==> config.mk <==
export PLATFORM = sky130hd
export DESIGN_NAME = pem_ctrl
export DESIGN_NICKNAME = d
export VERILOG_FILES = /design/src/design/pem_pkg.sv /design/src/design/pem_ctrl.sv
export SDC_FILE = /design/constraint.sdc
export NUM_CORES = 1
export LEC_CHECK = 0
export ABC_AREA = 0
export ABC_CLOCK_PERIOD_IN_PS = 1000
export BUFFER_PORTS_ARGS = -buffer_cell sky130_fd_sc_hd__buf_2
export CORE_AREA = 2 2 39 41
export DETAILED_ROUTE_END_ITERATION = 12
export DIE_AREA = 0 0 41 43
export SLEW_MARGIN = 0
export SYNTH_ARGS = -nofsm -noshare
export SYNTH_HDL_FRONTEND = slang
export SYNTH_SLANG_ARGS = --single-unit
==> constraint.sdc <==
create_clock -name clock -period 1 [get_ports clock]
set_clock_uncertainty 0.05 [all_clocks]
set_input_delay 0.05 -clock clock [delete_from_list [all_inputs] [get_ports clock]]
set_output_delay 0.05 -clock clock [all_outputs]
set_load 0.02 [all_outputs]
==> src/design/pem_pkg.sv <==
package pem_pkg;

   localparam int PIX_W    = 8;
   localparam int GRAD_W   = 11;  // signed gradient, range -765..765
   localparam int ABS_W    = 10;  // magnitude of one gradient, 0..765
   localparam int SQ_W     = 21;  // sum of two squares, below 2^21
   localparam int ROOT_W   = 11;  // floor root of SQ_W bits
   localparam int ROW_W    = 12;
   localparam int COL_W    = 11;
   localparam int CFG_W    = 13;
   localparam int MAX_HEIGHT = 4096;

   localparam logic [1:0] REG_IMAGE_WIDTH   = 2'd0;
   localparam logic [1:0] REG_IMAGE_HEIGHT  = 2'd1;
   localparam logic [1:0] REG_USE_EUCLIDEAN = 2'd2;

   typedef enum logic [2:0] {
      ST_IDLE,
      ST_READ,
      ST_GRAD,
      ST_SQUARE,
      ST_ROOT,
      ST_OUTPUT
   } state_type;

   typedef struct packed {
      logic load_pixel;   // capture request pixel, start line store reads
      logic shift_window; // shift window, write line stores
      logic calc_grad;    // register absolute gradients
      logic calc_square;  // register sum of squares
      logic root_start;   // load the root unit
      logic root_step;    // one root iteration
      logic load_result;  // fill the output register
   } cmd_type;

   typedef struct packed {
      logic interior;     // captured pixel produces a result
      logic euclid;
      logic root_done;
   } status_type;

endpackage

==> src/design/pem_ctrl.sv <==
module pem_ctrl (
   input  logic                clock,
   input  logic                reset,
   input  logic                req_valid,
   output logic                req_stall,
   output logic                rsp_valid,
   input  logic                rsp_stall,
   input  pem_pkg::status_type status,
   output pem_pkg::cmd_type    cmd
);
   import pem_pkg::*;

   state_type state_ff, state_in;
   logic      rsp_valid_ff, rsp_valid_in;

   always_ff @(posedge clock) begin
      if (reset) begin
         state_ff     <= ST_IDLE;
         rsp_valid_ff <= 1'b0;
      end else begin
         state_ff     <= state_in;
         rsp_valid_ff <= rsp_valid_in;
      end
   end

   always_comb begin
      state_in     = state_ff;
      rsp_valid_in = rsp_valid_ff;
      cmd          = '0;
      req_stall    = 1'b1;
      if (rsp_valid_ff && !rsp_stall) begin
         rsp_valid_in = 1'b0;
      end
      unique case (state_ff)
         ST_IDLE: begin
            req_stall = 1'b0;
            if (req_valid) begin
               cmd.load_pixel = 1'b1;
               state_in       = ST_READ;
            end
         end
         ST_READ: begin
            cmd.shift_window = 1'b1;
            state_in = status.interior ? ST_GRAD : ST_IDLE;
         end
         ST_GRAD: begin
            cmd.calc_grad = 1'b1;
            state_in = status.euclid ? ST_SQUARE : ST_OUTPUT;
         end
         ST_SQUARE: begin
            cmd.calc_square = 1'b1;
            cmd.root_start  = 1'b1;
            state_in        = ST_ROOT;
         end
         ST_ROOT: begin
            cmd.root_step = 1'b1;
            if (status.root_done) begin
               state_in = ST_OUTPUT;
            end
         end
         ST_OUTPUT: begin
            // The output register must be empty or emptying this cycle.
            if (!rsp_valid_ff || !rsp_stall) begin
               cmd.load_result = 1'b1;
               rsp_valid_in    = 1'b1;
               state_in        = ST_IDLE;
            end
         end
         default: state_in = ST_IDLE;
      endcase
   end

   assign rsp_valid = rsp_valid_ff;

endmodule

==> results by group <==
Logic synthesis
  • Synth area leaders: dfxtp_1 32%, a211oi_1 9.0%, nand3b_1 9.0%
  • Seq/Total Area, Yosys: 32.2%
  • Seq cells post-synth: 4
  • Syn_nets: 36
  • Synth warn: 0
  • Biggest area consumer among synthesized cells: dfxtp_1
  • Yosys cell types: 18
  • Syn Std Cell Area: 249 sq um
  • Synth top area share: 32.2%
  • Synthesized instance count: 29
  • Synthesized area per cell: 8.59 sq um

CTS
  • Skew-Pair Late Insertion Delay: 0.23 ns
  • CTS Buffer Depth: 2
  • CTS Buf Count: 3
  • CTS Sinks: 4
  • CTS H-tree lvls: 1
  • Clock Root Buffer: clkbuf_4
  • Clock-pin slew on the worst setup and hold paths: 0.03 ns
  • CTS tree: done

Timing
  • RSZ-0062 raised after global routing: true
  • Hold violation total from the final report: 0
  • Final setup viols: 10
  • Setup TNS Final: -1.75 ns
  • Post-layout minimum cycle time: 1.26 ns
  • Worst slew pin tran: 0.181 ns
  • Max-slew headroom: 87.9%
  • Final period util: 126%
  • Number of max-slew violations in the final report: 0
  • Slack of the critical path: -0.258 ns
  • Fmax: 795 MHz

Critical path
  • Highest-delay cell along the critical path: or3_4
  • CP peak stage delay: 0.38 ns
  • Setup Crit Path Kind: reg2out
  • CP startpoint: state_ff[2]
  • Startpoint types: flip-flop
  • Sum of buffers and inverters on the critical path: 1
  • Worst EP arrival: 1.16 ns
  • Required time of the critical path: 0.90 ns
  • Crit path max-delay family: simple AND/OR/NAND/NOR gates
  • Critical Path Sink Type: primary output
  • Worst reg2reg path startpoint: state_ff[2]
  • Worst-path maximum fanout: 6
  • R2R depth: 4
  • Crit-path cells: or3_4 -> nor2_4 -> buf_6
  • Worst r2r dst: state_ff[2]
  • R2R Setup Slk: -0.09 ns

Route
  • Via/cell ratio: 4.31
  • Detailed Route Iter0 Violations: 4
  • DRT antenna net count: 0
  • Post-Route WL: 651 um
  • Drt wl/cell: 9.72 um
  • Vias: 289
  • Total iterations of the first detailed-routing run: 3
  • Drt drc: 0

Hold path
  • Hold Crit Class: in2reg
  • WHS Path Cells: 3
  • Hold path start: status[2]
  • Hold EP: state_ff[1]

Die
  • Rows: 14
  • Die Span Y: 43 um
  • Initial core utilization: 18.0%
  • Die W: 41 um
  • Core area: 0.00138 sq mm
  • IO Count: 16
  • Die area: 0.00176 sq mm

Final layout
  • Commonest non-fill, non-tap cell in the layout: buf_2
  • Most frequent cells in the layout: 9 x buf_2, 6 x buf_4, 5 x buf_6
  • Total Nets Final: 60
  • Layout cells sized above 1: 70.6%
  • Area Overhead vs Synth: 97.0%
  • Antenna diodes: 0

Power
  • Leak pwr: 0.000218 uW
  • Tot Pwr: 550 uW
  • Pwr dens: 1120 mW/mm^2
  • VDD IR-drop max: 0.402 mV

Global route
  • Largest net degree at the start of global routing: 12
  • GR Overflow Total: 0
  • Vias in the first global route: 248
  • Met2 Use GR: 10.9%
  • GRT Overall Usage: 8.85%
  • Gr busiest metal: met2
  • Met1 GRT Util: 10.0%
  • Global-route wire length before repair: 986 um
  • Initial antenna violation count: 0
  • Met3 usage in global routing: 5.24%

Outcome
  • Outcome: finished, violations left
  • Failing checks: setup timing

Run
  • Max-cap violations: 0

Placed design
  • Pre-CTS WS: -0.130 ns
  • DP HPWL: 485 um
  • IO Port Bufs: 15
  • Placer Congestion: 0.664
==> where the power goes <==
group	switching [uW]	leakage, uW	internal [uW]	total (uW)
clock	63.5	0.0000138	134	198
sequential	8.69	0.0000342	166	175
combinational	86.2	0.000170	90.8	177
==> cell families (layout without fill, tap and decap cells) <==
kind of cell,Yosys count,in the layout,share of synthesized area (%)
compound gates,8,8,23.1
buf+inv,3,25,6.53
flops,4,4,32.2
simple gates,14,14,38.2
==> repair_timing <==
action                                  CTS  global route
gates resized for setup                  18             3
buffers inserted                          3             0
endpoints found under the setup margin   10            11
pin swaps                                 3             3
hold endpoints to repair                  4             0
hold buffers                              1             0
==> registers in the layout, summed over array words and instances (netlist names) <==
| signal | flops |
|---|---|
| state_ff | 3 |
| rsp_valid | 1 |
==> worst max path at each step <==
stage,to,slack [ns],cells past startpoint
floorplan,cmd[5],-0.13,2
detailed placement,cmd[6],-0.13,3
finish,cmd[6],-0.26,3
CTS,cmd[6],-0.28,3
global placement,cmd[6],-0.10,3
global route,cmd[6],-0.30,3
==> stage by stage <==
| stage | hold WS, ns | cell area [sq um] | cells | util, % |
|---|---|---|---|---|
| floorplan | 0.0691 | 267 | 29 | - |
| global placement | 0.223 | 364 | 60 | 26.3 |
| detailed placement | 0.227 | 364 | 60 | 26.3 |
| CTS | 0.0422 | 474 | 67 | 34.3 |
| global route | 0.0628 | 490 | 67 | 35.4 |
| finish | 0.0467 | 490 | 67 | 35.4 |
==> metal layers <==
metal	share of wire, %	vias to the layer above	routed length (um)
li1	-	148	-
met1	41	131	264
met2	50	10	327
met3	9.1	0	59
met4	0	0	0
met5	0	-	0
==> Yosys cell counts, drive strengths merged <==
library cell / instances
nand2b: 1
o21ba: 1
a21bo: 1
or3: 1
nand2: 2
nor2b: 2
nand3b: 3
dfxtp: 4
inv: 1
nor2: 1
and3b: 1
nand3: 1
nor3b: 2
a21oi: 3
buf: 2
a211oi: 3
==> worst register-to-register path: stages, from the launching register on <==
cell and delay (ns):
dfxtp_4 0.36, nor2b_4 0.19, buf_6 0.11, a21bo_1 0.19, a21oi_1 0.11
==> cell type report <==
cell class,count,area [sq um]
Clock buffer,3,22.5
Fill cell,150,893
Inverter,1,3.75
Multi-Input combinational cell,22,200
Sequential cell,4,87.6
Tap cell,16,20.0
Timing Repair Buffer,21,156
(Power assumes the default switching activity.)
